==> src/rtl/four_node_graphlet_counter_assert.svh <==
// Assertion macros for the four-node graphlet counter.
// Needs a clock named clk and a synchronous reset named rst in the module.
`ifndef FOUR_NODE_GRAPHLET_COUNTER_ASSERT_SVH
`define FOUR_NODE_GRAPHLET_COUNTER_ASSERT_SVH
// Checked outside reset
`define FNGC_ASSERT(lbl, prop, msg) \
  lbl: assert property (@(posedge clk) disable iff (rst) prop) else $error(msg);
// Checked during reset too
`define FNGC_ASSERT_ALWAYS(lbl, prop, msg) \
  lbl: assert property (@(posedge clk) prop) else $error(msg);
`endif

==> src/rtl/fngc_pkg.sv <==
// Shared types, constants and helper functions for the graphlet counter.
// No dependencies.
package fngc_pkg;

  localparam int ROW_W             = 32;
  localparam int NODE_W            = 5;
  localparam int LOAD_W            = 6;
  localparam int CNT_W             = 20;
  localparam int TOT_W             = 23;
  localparam int COUNT_OUT_W       = 16;
  localparam int FREQ_W            = 17;
  localparam int NUM_CLASSES       = 6;
  localparam int DEF_MAX_NODES     = 32;
  localparam int DEF_FRACTION_BITS = 16;

  // Reciprocal of three: ceil(2^21 / 3), exact floor for any 20-bit operand
  localparam int               THIRD_SHIFT = CNT_W + 1;
  localparam logic [CNT_W-1:0] THIRD_MUL   = 20'hAAAAB;

  typedef enum logic [2:0] {
    CLS_CLIQUE  = 3'd0,
    CLS_DIAMOND = 3'd1,
    CLS_PAW     = 3'd2,
    CLS_STAR    = 3'd3,
    CLS_CYCLE   = 3'd4,
    CLS_PATH    = 3'd5
  } cls_t;

  typedef enum logic [4:0] {
    ST_IDLE,
    ST_START,
    ST_RI_RD,
    ST_RI_WAIT,
    ST_WJ_PICK,
    ST_WJ_WAIT,
    ST_WK_PICK,
    ST_WK_WAIT,
    ST_WK_ADD,
    ST_SJ_PICK,
    ST_SJ_WAIT,
    ST_SK_PICK,
    ST_SK_WAIT,
    ST_SK_ADD,
    ST_NEXT_I,
    ST_DIVC_GO,
    ST_DIVC_WAIT,
    ST_FREQ_GO,
    ST_FREQ_WAIT
  } state_t;

  typedef struct packed {
    logic [NODE_W-1:0] row_index;
    logic [ROW_W-1:0]  row_bits;
    logic              last_row;
  } item_t;

  typedef struct packed {
    logic [2:0]             graphlet_class;
    logic [COUNT_OUT_W-1:0] graphlet_count;
    logic [FREQ_W-1:0]      frequency;
    logic                   last_class;
  } result_t;

  // Power-of-two part of the walk multiplicity of each class
  function automatic logic [1:0] class_shift(input cls_t c);
    logic [1:0] s;
    case (c)
      CLS_CLIQUE:  s = 2'd3;
      CLS_DIAMOND: s = 2'd2;
      CLS_PAW:     s = 2'd2;
      CLS_STAR:    s = 2'd0;
      CLS_CYCLE:   s = 2'd3;
      CLS_PATH:    s = 2'd1;
      default:     s = 2'd0;
    endcase
    return s;
  endfunction

  // Classes whose multiplicity also carries a factor of three
  function automatic logic class_third(input cls_t c);
    logic f;
    case (c)
      CLS_CLIQUE:  f = 1'b1;
      CLS_DIAMOND: f = 1'b1;
      default:     f = 1'b0;
    endcase
    return f;
  endfunction

  // Index of the lowest set bit
  function automatic logic [NODE_W-1:0] lsb_index(input logic [ROW_W-1:0] v);
    logic [NODE_W-1:0] idx;
    idx = '0;
    for (int b = ROW_W - 1; b >= 0; b--) begin
      if (v[b]) idx = NODE_W'(b);
    end
    return idx;
  endfunction

  // Population count, summed per byte then across bytes
  function automatic logic [LOAD_W-1:0] popcount(input logic [ROW_W-1:0] v);
    logic [3:0]        part [4];
    logic [LOAD_W-1:0] sum;
    for (int g = 0; g < 4; g++) begin
      part[g] = '0;
      for (int b = 0; b < 8; b++) begin
        part[g] = part[g] + 4'(v[g*8+b]);
      end
    end
    sum = LOAD_W'(part[0]) + LOAD_W'(part[1]) + LOAD_W'(part[2]) + LOAD_W'(part[3]);
    return sum;
  endfunction

endpackage

==> src/rtl/fngc_ram.sv <==
// Generic simple dual-port RAM, one write port and one registered read port.
// No dependencies.
module fngc_ram #(
  parameter int WIDTH = 32,
  parameter int DEPTH = 32
) (
  input  logic                     clk,
  input  logic                     we,
  input  logic [$clog2(DEPTH)-1:0] waddr,
  input  logic [WIDTH-1:0]         wdata,
  input  logic [$clog2(DEPTH)-1:0] raddr,
  output logic [WIDTH-1:0]         rdata
);

  logic [WIDTH-1:0] mem [DEPTH];

  always_ff @(posedge clk) begin
    if (we) begin
      mem[waddr] <= wdata;
    end
    rdata <= mem[raddr];
  end

endmodule

==> src/rtl/fngc_div.sv <==
// Restoring divider, one quotient bit per cycle.
// Depends on nothing; used by the graphlet counter top level.
module fngc_div #(
  parameter int NUM_W = 37,
  parameter int DEN_W = 23
) (
  input  logic             clk,
  input  logic             rst,
  input  logic             start,
  input  logic [NUM_W-1:0] num,
  input  logic [DEN_W-1:0] den,
  output logic             done,
  output logic [NUM_W-1:0] quot
);

  localparam int CW = $clog2(NUM_W + 1);

  logic [DEN_W-1:0] rem;
  logic [DEN_W-1:0] den_q;
  logic [CW-1:0]    steps;
  logic [DEN_W:0]   shifted;
  logic [DEN_W:0]   diff;
  logic             fits;

  // Trial subtraction
  assign shifted = {rem, quot[NUM_W-1]};
  assign diff    = shifted - {1'b0, den_q};
  assign fits    = (shifted >= {1'b0, den_q});

  always_ff @(posedge clk) begin
    if (rst) begin
      steps <= '0;
      done  <= 1'b0;
    end else begin
      done <= 1'b0;
      if (start) begin
        steps <= CW'(NUM_W);
      end else if (steps != '0) begin
        steps <= steps - CW'(1);
        if (steps == CW'(1)) begin
          done <= 1'b1;
        end
      end
    end
  end

  // Datapath
  always_ff @(posedge clk) begin
    if (start) begin
      rem   <= '0;
      quot  <= num;
      den_q <= den;
    end else if (steps != '0) begin
      rem  <= fits ? diff[DEN_W-1:0] : shifted[DEN_W-1:0];
      quot <= {quot[NUM_W-2:0], fits};
    end
  end

endmodule

==> src/rtl/four_node_graphlet_counter.sv <==
// Top level of the four-node graphlet counter.
// Depends on fngc_pkg, fngc_ram, fngc_div and the assertion macro header.
//
// Usage:
//   Input channel: drive item and raise start; a beat is taken at an edge where
//   start is high and busy is low. Each beat with a row_index below the node
//   limit writes one adjacency row. A row beat without last_row leaves busy low.
//   The beat with last_row set closes the graph and raises busy while the
//   block counts. The count walks every path i-j-k through the read port of the
//   row RAM and adds population counts of 32-bit neighbour masks through one
//   shared popcount adder: for each node i it reads row i, for each neighbour j
//   row j, and for each two-step walk (k) row k, then adds four masks. A star
//   pass reads row k for each non-adjacent pair of neighbours of i and skips
//   adjacent pairs. The six walk tallies are then scaled by shift and, for
//   clique and diamond, reciprocal multiply, and each fraction goes through one
//   shared restoring divider, which is skipped when the total is zero.
//   Result channel: six beats, one per class, in class order, each held for one
//   cycle and flagged by result_valid, registered in the cycle after its divide (if any) ends;
//   the receiver cannot stall, so no beat waits. busy falls with the sixth beat.
//   Reset: the block is idle, no rows are loaded and the next row starts a
//   fresh graph. The row RAM itself is not cleared; per-row valid bits are.
module four_node_graphlet_counter
  import fngc_pkg::*;
#(
  parameter int MAX_NODES     = DEF_MAX_NODES,
  parameter int FRACTION_BITS = DEF_FRACTION_BITS
) (
  input  logic    clk,
  input  logic    rst,
  input  logic    start,
  input  item_t   item,
  output logic    busy,
  output logic    result_valid,
  output result_t result
);

  `include "four_node_graphlet_counter_assert.svh"

  localparam int NN    = (MAX_NODES < ROW_W) ? MAX_NODES : ROW_W;
  localparam int AW    = $clog2(NN);
  localparam int NUM_W = CNT_W + FRACTION_BITS + 1;

  state_t state, state_next;

  logic              accept;
  logic              fresh;
  logic [LOAD_W-1:0] loaded;
  logic [ROW_W-1:0]  valid;
  logic [LOAD_W-1:0] loaded_base;
  logic [ROW_W-1:0]  valid_base;
  logic [LOAD_W-1:0] loaded_next;
  logic [ROW_W-1:0]  valid_next;
  logic              idx_ok;

  logic [ROW_W-1:0]  rdata;
  logic [NODE_W-1:0] raddr;
  logic [NODE_W-1:0] rd_node;
  logic [ROW_W-1:0]  colmask;
  logic [ROW_W-1:0]  rd_eff;

  logic [NODE_W-1:0] i_node, j_node, k_node;
  logic [ROW_W-1:0]  ri, rj;
  logic [ROW_W-1:0]  jvec, kvec;
  logic [ROW_W-1:0]  lv, av, bv;
  logic              aik;
  logic [1:0]        t;
  logic [NODE_W-1:0] pick_j, pick_k;

  logic [CNT_W-1:0]  tally [NUM_CLASSES];
  logic [TOT_W-1:0]  total;
  cls_t              c;

  logic              add_en;
  cls_t              add_cls;
  logic [ROW_W-1:0]  add_vec;

  logic [CNT_W-1:0]   cdiv_shifted;
  logic [2*CNT_W-1:0] cdiv_prod;
  logic [CNT_W-1:0]   cdiv_q;

  logic              div_start;
  logic [NUM_W-1:0]  div_num;
  logic [TOT_W-1:0]  div_den;
  logic              div_done;
  logic [NUM_W-1:0]  div_quot;

  logic              emit;
  logic [FREQ_W-1:0] emit_freq;

  assign accept = start && !busy;
  assign busy   = (state != ST_IDLE);
  assign idx_ok = ({1'b0, item.row_index} < LOAD_W'(NN));
  assign pick_j = lsb_index(jvec);
  assign pick_k = lsb_index(kvec);

  // Row store
  fngc_ram #(.WIDTH(ROW_W), .DEPTH(NN)) u_rows (
    .clk   (clk),
    .we    (accept && idx_ok),
    .waddr (item.row_index[AW-1:0]),
    .wdata (item.row_bits),
    .raddr (raddr[AW-1:0]),
    .rdata (rdata)
  );

  // Loaded count and per-row valid bits; a fresh graph starts empty
  assign loaded_base = fresh ? '0 : loaded;
  assign valid_base  = fresh ? '0 : valid;

  always_comb begin
    loaded_next = loaded_base;
    valid_next  = valid_base;
    if (idx_ok) begin
      valid_next[item.row_index] = 1'b1;
      if ({1'b0, item.row_index} + LOAD_W'(1) > loaded_base) begin
        loaded_next = {1'b0, item.row_index} + LOAD_W'(1);
      end
    end
  end

  always_ff @(posedge clk) begin
    if (rst) begin
      fresh  <= 1'b1;
      loaded <= '0;
      valid  <= '0;
    end else if (accept) begin
      fresh  <= item.last_row;
      loaded <= loaded_next;
      valid  <= valid_next;
    end
  end

  // Effective row: masked to loaded columns, diagonal dropped, empty if unloaded
  assign colmask = (loaded >= LOAD_W'(ROW_W)) ? '1 : ((ROW_W'(1) << loaded) - ROW_W'(1));
  assign rd_eff  = (valid[rd_node] && ({1'b0, rd_node} < loaded)) ?
                   (rdata & colmask & ~(ROW_W'(1) << rd_node)) : '0;

  always_ff @(posedge clk) begin
    rd_node <= raddr;
  end

  // Shared popcount adder operands
  always_comb begin
    add_en  = 1'b0;
    add_cls = CLS_STAR;
    add_vec = '0;
    if (state == ST_WK_ADD) begin
      add_en = 1'b1;
      case (t)
        2'd0: begin
          add_vec = av & bv;
          add_cls = aik ? CLS_CLIQUE : CLS_DIAMOND;
        end
        2'd1: begin
          add_vec = aik ? (av ^ bv) : (av & ~bv);
          add_cls = aik ? CLS_DIAMOND : CLS_CYCLE;
        end
        2'd2: begin
          add_vec = aik ? (lv & ~(av | bv)) : (bv & ~av);
          add_cls = CLS_PAW;
        end
        default: begin
          add_vec = aik ? '0 : (lv & ~(av | bv));
          add_cls = CLS_PATH;
        end
      endcase
    end else if (state == ST_SK_ADD) begin
      add_en  = 1'b1;
      add_vec = lv;
      add_cls = CLS_STAR;
    end
  end

  // Walk multiplicity removal: power-of-two shift, then for clique and diamond a third by reciprocal
  assign cdiv_shifted = tally[c] >> class_shift(c);
  assign cdiv_prod    = cdiv_shifted * THIRD_MUL;

  // Divider operands, fractions only
  always_comb begin
    div_start = 1'b0;
    div_num   = '0;
    div_den   = '0;
    if (state == ST_FREQ_GO && total != '0) begin
      div_start = 1'b1;
      div_num   = (NUM_W'(tally[c]) << FRACTION_BITS) + NUM_W'(total >> 1);
      div_den   = total;
    end
  end

  fngc_div #(.NUM_W(NUM_W), .DEN_W(TOT_W)) u_div (
    .clk   (clk),
    .rst   (rst),
    .start (div_start),
    .num   (div_num),
    .den   (div_den),
    .done  (div_done),
    .quot  (div_quot)
  );

  // State register
  always_ff @(posedge clk) begin
    if (rst) begin
      state <= ST_IDLE;
    end else begin
      state <= state_next;
    end
  end

  // Next state, RAM address and result strobe
  always_comb begin
    state_next = state;
    raddr      = i_node;
    emit       = 1'b0;
    emit_freq  = '0;
    case (state)
      ST_IDLE: begin
        if (accept && item.last_row) state_next = ST_START;
      end
      ST_START: begin
        state_next = (loaded == '0) ? ST_DIVC_GO : ST_RI_RD;
      end
      ST_RI_RD: begin
        raddr      = i_node;
        state_next = ST_RI_WAIT;
      end
      ST_RI_WAIT: state_next = ST_WJ_PICK;
      ST_WJ_PICK: begin
        raddr      = pick_j;
        state_next = (jvec == '0) ? ST_SJ_PICK : ST_WJ_WAIT;
      end
      ST_WJ_WAIT: state_next = ST_WK_PICK;
      ST_WK_PICK: begin
        raddr      = pick_k;
        state_next = (kvec == '0) ? ST_WJ_PICK : ST_WK_WAIT;
      end
      ST_WK_WAIT: state_next = ST_WK_ADD;
      ST_WK_ADD: begin
        if (t == 2'd3) state_next = ST_WK_PICK;
      end
      ST_SJ_PICK: begin
        raddr      = pick_j;
        state_next = (jvec == '0) ? ST_NEXT_I : ST_SJ_WAIT;
      end
      ST_SJ_WAIT: state_next = ST_SK_PICK;
      ST_SK_PICK: begin
        raddr = pick_k;
        if (kvec == '0) begin
          state_next = ST_SJ_PICK;
        end else if (!rj[pick_k]) begin
          state_next = ST_SK_WAIT;
        end
      end
      ST_SK_WAIT: state_next = ST_SK_ADD;
      ST_SK_ADD:  state_next = ST_SK_PICK;
      ST_NEXT_I: begin
        state_next = ({1'b0, i_node} + LOAD_W'(1) == loaded) ? ST_DIVC_GO : ST_RI_RD;
      end
      ST_DIVC_GO: state_next = ST_DIVC_WAIT;
      ST_DIVC_WAIT: begin
        state_next = (c == CLS_PATH) ? ST_FREQ_GO : ST_DIVC_GO;
      end
      ST_FREQ_GO: begin
        if (total == '0) begin
          emit       = 1'b1;
          state_next = (c == CLS_PATH) ? ST_IDLE : ST_FREQ_GO;
        end else begin
          state_next = ST_FREQ_WAIT;
        end
      end
      ST_FREQ_WAIT: begin
        if (div_done) begin
          emit       = 1'b1;
          emit_freq  = div_quot[FREQ_W-1:0];
          state_next = (c == CLS_PATH) ? ST_IDLE : ST_FREQ_GO;
        end
      end
      default: state_next = ST_IDLE;
    endcase
  end

  // Walk, star and scaling datapath
  always_ff @(posedge clk) begin
    case (state)
      ST_START: begin
        i_node <= '0;
        c      <= CLS_CLIQUE;
        total  <= '0;
        for (int n = 0; n < NUM_CLASSES; n++) tally[n] <= '0;
      end
      ST_RI_WAIT: begin
        ri   <= rd_eff;
        jvec <= rd_eff;
      end
      ST_WJ_PICK: begin
        if (jvec != '0) begin
          jvec[pick_j] <= 1'b0;
          j_node       <= pick_j;
        end else begin
          jvec <= ri;
        end
      end
      ST_WJ_WAIT: begin
        rj   <= rd_eff;
        kvec <= rd_eff & ~(ROW_W'(1) << i_node);
      end
      ST_WK_PICK: begin
        if (kvec != '0) begin
          kvec[pick_k] <= 1'b0;
          k_node       <= pick_k;
          aik          <= ri[pick_k];
        end
      end
      ST_WK_WAIT: begin
        lv <= rd_eff & ~(ROW_W'(1) << i_node) & ~(ROW_W'(1) << j_node);
        av <= rd_eff & ~(ROW_W'(1) << i_node) & ~(ROW_W'(1) << j_node) & ri;
        bv <= rd_eff & ~(ROW_W'(1) << i_node) & ~(ROW_W'(1) << j_node) & rj;
        t  <= 2'd0;
      end
      ST_WK_ADD: t <= t + 2'd1;
      ST_SJ_PICK: begin
        if (jvec != '0) begin
          jvec[pick_j] <= 1'b0;
          j_node       <= pick_j;
        end
      end
      ST_SJ_WAIT: begin
        rj   <= rd_eff;
        kvec <= ri & (ROW_W'('1) << j_node << 1);
      end
      ST_SK_PICK: begin
        if (kvec != '0) begin
          kvec[pick_k] <= 1'b0;
          k_node       <= pick_k;
        end
      end
      ST_SK_WAIT: begin
        lv <= ri & ~rj & ~rd_eff & (ROW_W'('1) << k_node << 1);
      end
      ST_NEXT_I: i_node <= i_node + NODE_W'(1);
      ST_DIVC_GO: begin
        cdiv_q <= class_third(c) ? {1'b0, cdiv_prod[2*CNT_W-1:THIRD_SHIFT]} : cdiv_shifted;
      end
      ST_DIVC_WAIT: begin
        tally[c] <= cdiv_q;
        total    <= total + TOT_W'(cdiv_q);
        c        <= (c == CLS_PATH) ? CLS_CLIQUE : cls_t'(c + 3'd1);
      end
      ST_FREQ_GO, ST_FREQ_WAIT: begin
        if (emit) c <= cls_t'(c + 3'd1);
      end
      default: ;
    endcase
    // Shared popcount accumulate
    if (add_en) begin
      tally[add_cls] <= tally[add_cls] + CNT_W'(popcount(add_vec));
    end
  end

  // Result beat, one cycle wide
  always_ff @(posedge clk) begin
    if (rst) begin
      result_valid <= 1'b0;
    end else begin
      result_valid <= emit;
    end
  end

  always_ff @(posedge clk) begin
    if (emit) begin
      result.graphlet_class <= c;
      result.graphlet_count <= (tally[c] > CNT_W'(16'hFFFF)) ? 16'hFFFF :
                               tally[c][COUNT_OUT_W-1:0];
      result.frequency      <= emit_freq;
      result.last_class     <= (c == CLS_PATH);
    end
  end

  // Checks
  `FNGC_ASSERT(a_busy_mid_burst, result_valid && !result.last_class |-> busy,
               "idle before final beat")
  `FNGC_ASSERT(a_idle_after_last, result_valid && result.last_class |-> !busy,
               "still busy after final beat")
  `FNGC_ASSERT(a_last_row_busy, start && !busy && item.last_row |=> busy,
               "last row did not start counting")
  `FNGC_ASSERT_ALWAYS(a_no_beat_in_reset, $past(rst) |-> !result_valid,
                      "result beat straight after reset")

endmodule
==> config.mk <==
export PLATFORM = sky130hd
export DESIGN_NAME = four_node_graphlet_counter
export DESIGN_NICKNAME = d
export VERILOG_FILES = /design/src/rtl/fngc_pkg.sv /design/src/rtl/fngc_ram.sv /design/src/rtl/fngc_div.sv /design/src/rtl/four_node_graphlet_counter.sv
export VERILOG_INCLUDE_DIRS = /design/src /design/src/rtl
export SDC_FILE = /design/constraint.sdc
export NUM_CORES = 2
export LEC_CHECK = 0
export BUFFER_PORTS_ARGS = -buffer_cell sky130_fd_sc_hd__buf_4
export CORE_ASPECT_RATIO = 1.2
export CORE_UTILIZATION = 50
export CTS_CLUSTER_SIZE = 25
export DETAILED_ROUTE_END_ITERATION = 12
export PLACE_DENSITY = 0.65
export SYNTH_ARGS = -nofsm -noshare
export SYNTH_HDL_FRONTEND = slang
export SYNTH_SLANG_ARGS = --single-unit
==> constraint.sdc <==
create_clock -name clk -period 24.3 [get_ports clk]
set_input_delay 4.86 -clock clk [delete_from_list [all_inputs] [get_ports clk]]
set_output_delay 4.86 -clock clk [all_outputs]
set_load 0.1 [all_outputs]
=== Word level (Yosys, flattened, before mapping) ===
Memory sizes are Yosys's and may differ from the RTL's. A register that Yosys moved wholly into a read port is not among the register bits.
Index checks and enable logic that the tools add are counted.

* Register bits after elaboration: 465
* Bits in latches: 0
* Bits in writable memories: 1,144
* Memory bits (read-only): 0
* Bits of input ports: 41
* Word-level logic and storage cells: 358
* Memories kept: 2

* Add/subtract/negate cells: 42
* Multipliers: 1
* Divide/modulo/power cells: 0
* Order comparisons: 12
* Equal/unequal tests: 34
* Shift-type cells: 7
* Muxes and demuxes: 150
* Bitwise gates (word level): 30
* Reductions and logical operators: 48

{| class="wikitable"
|+ Memories
! name !! words !! bits a word !! rd ports !! clocked after memory_dff !! wr ports !! line !! source
|-
| u_rows.mem || 32 || 32 || 1 || 1 || 1 || fngc_ram.sv:15 || <nowiki>logic [WIDTH-1:0] mem [DEPTH];</nowiki>
|-
| tally || 6 || 20 || 2 || 1 || 6 || four_node_graphlet_counter.sv:69 || <nowiki>logic [CNT_W-1:0] tally [NUM_CLASSES];</nowiki>
|}

{| class="wikitable"
|+ Operators with widths
! operator !! count
|-
| $and 32x32->32 || 16
|-
| $mux 5 || 72
|-
| $mux 32 || 11
|-
| $not 32->32 || 10
|-
| $pmux 32 s3 || 3
|-
| $mux 37 || 3
|-
| $shl 1x5->32 const A || 3
|-
| $pmux 5 s18 || 1
|-
| $add 4x1->4 || 16
|-
| $logic_not 32->1 || 2
|-
| $or 32x32->32 || 2
|-
| $pmux 32 s2 || 1
|-
| $reduce_bool 32->1 || 2
|-
| $shl 32x5->31 const A || 2
|-
| $pmux 23 s2 || 1
|-
| $eq 5x4->1 const B || 8
|-
| $mul 20x20->40 const B || 1
|-
| $mux 20 || 2
|-
| $reduce_or 20->1 || 2
|-
| $add 36x22->37 || 1
|-
| $shl 1x6->32 const A || 1
|-
| $sub 32x1->32 const B || 1
|-
| $xor 32x32->32 || 1
|-
| $mux 1 || 25
|-
| 66 further kinds || 137
|}

=== Depth between registers and ports, before layout ===
* Word-level depth: 40
* Mapped depth: 34
* Depth with buffers taken out: 33

=== Modules after synthesis ===
Synthesis repeated with hierarchy kept, for this count alone.

* Cells, all modules: 6,808
* Area total of the unflattened synthesis: 87,004.7 um^2

{| class="wikitable"
|+ By module, submodules not included
! module !! times used !! cells an instance !! area each (um^2) !! sequential area each (um^2)
|-
| four_node_graphlet_counter || 1 || 4,101 || 41,608.7 || 15,625.0
|-
| fngc_ram || 1 || 2,260 || 40,487.6 || 31,390.1
|-
| fngc_div || 1 || 447 || 4,908.5 || 2,402.3
|}

=== Worst setup path before layout ===
OpenSTA, ideal clock, no wires.

* Path kind: reg2reg
* Start: register (tool-made name)
* End: register cdiv_q[18] (data pin)
* Setup time: 0.274 ns
* Data arrival time: 7.983 ns
* Path slack: 16.044 ns
* Cell stages (with the launch flop): 30
* Path buffers: 3
* Clock period less this slack: 8.256 ns
* Cell sequence: dfxtp_1 -> buf_6 -> buf_4 -> buf_2 -> mux4_2 -> mux2_2 -> o21ai_0 -> a21oi_1 -> ha_1 -> ha_1 -> fa_1 -> fa_1 -> inv_1 -> fa_1 -> fa_1 -> fa_1 -> inv_1 -> ha_1 -> and3_1 -> a221oi_1 -> o21ai_0 -> or4_1 -> nor3b_1 -> a211oi_2 -> nor3_1 -> nor2_1 -> a211oi_2 -> o21bai_1 -> xnor2_1 -> o21ai_1

{| class="wikitable"
|+ RTL lines
! item !! line !! source
|-
| end signal, assigned || four_node_graphlet_counter.sv:341 || <nowiki>cdiv_q <= class_third(c) ? {1'b0, cdiv_prod[2*CNT_W-1:THIRD_SHIFT]} : cdiv_shifted;</nowiki>
|-
| end, declared || four_node_graphlet_counter.sv:79 || <nowiki>logic [CNT_W-1:0] cdiv_q;</nowiki>
|}

==> impl_metrics.toml <==
[outcome]
status = "finished clean"

[global_routing]
grt_antenna_before_repair = 20
grt_max_degree = 140
groute.usage.overall = 0.304
grt_pass1_wl_um = 405000
grt_overflow = 0
grt_pass1_vias = 61900

[detailed_routing]
drt-initial-drc-count = 7248
ant_nets = 0
avgRoutedWirePerCell_um = 27.9
vias_per_cell = 6.34
drt-total-wl_um = 276000
vias = 62900
drc = 0
drt_pre_antenna_iters = 10

[run]
drv_cap = 0

[setup_path]
cp-end-kind = "flip-flop"
crit_slowest_cell = "dfxtp_2"
critPathLaunchType = "flip-flop"
critPathKind = "reg -> reg"
cp.required_ns = 24.83
arrival_ns = 9.97
cp_common_cell = "fa_1"
critPathMaxFanout = 40
critPathMaxStageDelay_ns = 1.12

[synthesis]
syn_nets = 8089
synth.distinct_cells = 107
syn_area_per_cell_um2 = 11.9
yosysMostFrequentCell = "edfxtp_1"
yosysTopAreaCell = "edfxtp_1"
ys_seq_area_frac = 0.555
synth-edff-count = 1569
synth_area_um2 = 89100
synthTopCellsByArea = "edfxtp_1, ha_1, mux2i_1, fa_1, nand2_1"
async_flop_share = 0
synth_seq_cells = 1684
ys.warnings.count = 0
ys.flop_type = "edfxtp_1"
synth_common_cells = "edfxtp_1, nand2_1, nor2_1"
netlist_instances = 7470
synthDominantCellAreaShare = 0.529

[cells_and_area]
fin_area_um2 = 98200
area_growth_pct = 10.3
final_nets = 8074
post-route-util = 0.556
drive_above_1_share = 0.105
n_fill_cell = 14500

[sta]
skew_ns = 0.0686
finalSetupViolCount = 0
finalHoldViolations = 0
rsz0062_at_grt = "no"
period_needed_ns = 9.44
worst_pin_slew_ns = 1.19
layout_worst_path_cycle_share = 0.388
slew_violations = 0
setup_tns_ns = 0
timing.fmax_ghz = 0.106
maxSlewHeadroom = 0.204

[clock_network]
postCtsHoldBufs = 0
clkLatencyLatePin_ns = 0.86
clkTransAtPathRegs_ns = 0.06
numCtsBuffers = 170
clock-root-buffer = "clkbuf_16"
post_cts_buffers = 0
clockBufferDepth = 3
clock_sinks = 1684
htreeDepth = 4
post_cts_resize_count = 0
cts_tree = "built"

[place]
io_buffers = 79
dpl.hpwl_um = 178000
dpl_cell_area_um2 = 92400
gp_congestion = 0.974

[hold_path]
hold_class = "reg -> reg"

[floorplanning]
die_area_um2 = 180000
num_rows = 169
initial_utilization = 0.504
die_h_um = 464
chipWidth_um = 387
core_um2 = 177000
ios = 80
[critical path: cells and delay by family (launching register included)]
family	cells	cell delay (ns)
compound gates	7	1.23
mux	3	1.20
fa+ha+maj	8	3.49
buf+inv	3	0.30
flops	1	1.12
xor+xnor	1	0.14
simple gates	6	1.62
[cell type report]
cell class / instances / area, um^2 / area share
Antenna cell: 9 / 22.5 / 0.000229
Clock buffer: 193 / 4390 / 0.0447
Clock inverter: 125 / 1480 / 0.0150
Inverter: 509 / 1920 / 0.0195
Multi-Input combinational cell: 4861 / 36400 / 0.370
Sequential cell: 1684 / 49400 / 0.503
Tap cell: 2308 / 2890 / 0.0294
Timing Repair Buffer: 229 / 1740 / 0.0178
[through the flow]
step	hold slack, ns	instances	setup slack, ns
after floorplan	0.445	7470	16.04
after global placement	0.461	9591	14.95
after detailed placement	0.471	9591	14.89
after CTS	0.485	9909	14.85
after global routing	0.520	9915	14.29
final	0.490	9918	14.87
[cell families after synthesis]
group,after synthesis,synth area share
flops,1684,0.555
xor+xnor,95,0.00934
compound gates,1547,0.116
mux,526,0.0719
simple gates,2115,0.111
fa+ha+maj,578,0.0955
buf+inv,925,0.0418
[state kept, by name (all words and copies together) (netlist names), 37 cells and up, named ones only]
register,flops
result,37
u_div.quot,37
tally,160
u_rows.mem,1024
[per-layer routing]
layer	vias to the layer above	part of all wire	track usage
li1	27800	-	-
met2	3130	0.48	0.504
met4	6	0.051	0.147
met5	-	0.00016	0
met3	658	0.086	0.0464
met1	31400	0.38	0.390
[placed cells by master, fill, tap and decap left out, types with 52 or more instances in the layout]
cell       synthesis  routed
a211oi_1          60      59
a32oi_1           92      92
o211ai_1          88      88
dfxtp_1          115     113
and2_1           124     124
buf_4             18     227
nand3_1          228     226
nor2_1           552     509
o22ai_1          290     290
mux4_2            83      83
o21ai_0          351     350
a22oi_1          137     137
edfxtp_1        1569    1569
nand2_1          778     774
mux2_2            59      59
clkbuf_16          0     172
xnor2_1           63      63
mux2i_1          381     381
a21oi_1          201     201
inv_1            504     501
ha_1             409     409
nand4_1           52      52
nor3_1            60      54
fa_1             169     169
[worst paths after layout]
kind | slack (ns) | endpoint | from | cells after the start
min | 0.49 | valid[23]$_SDFFE_PP0P_ | valid[23]$_SDFFE_PP0P_ | 2
max reg2reg | 14.87 | cdiv_q[18]$_DFFE_PP_ | flip-flop | 28
max | 14.87 | cdiv_q[18]$_DFFE_PP_ | flip-flop | 28
min reg2reg | 0.49 | valid[23]$_SDFFE_PP0P_ | valid[23]$_SDFFE_PP0P_ | 2
Power is left out: the tool's default activity adds up to more than one toggle a clock period on the data nets, which glitch-free logic cannot reach.
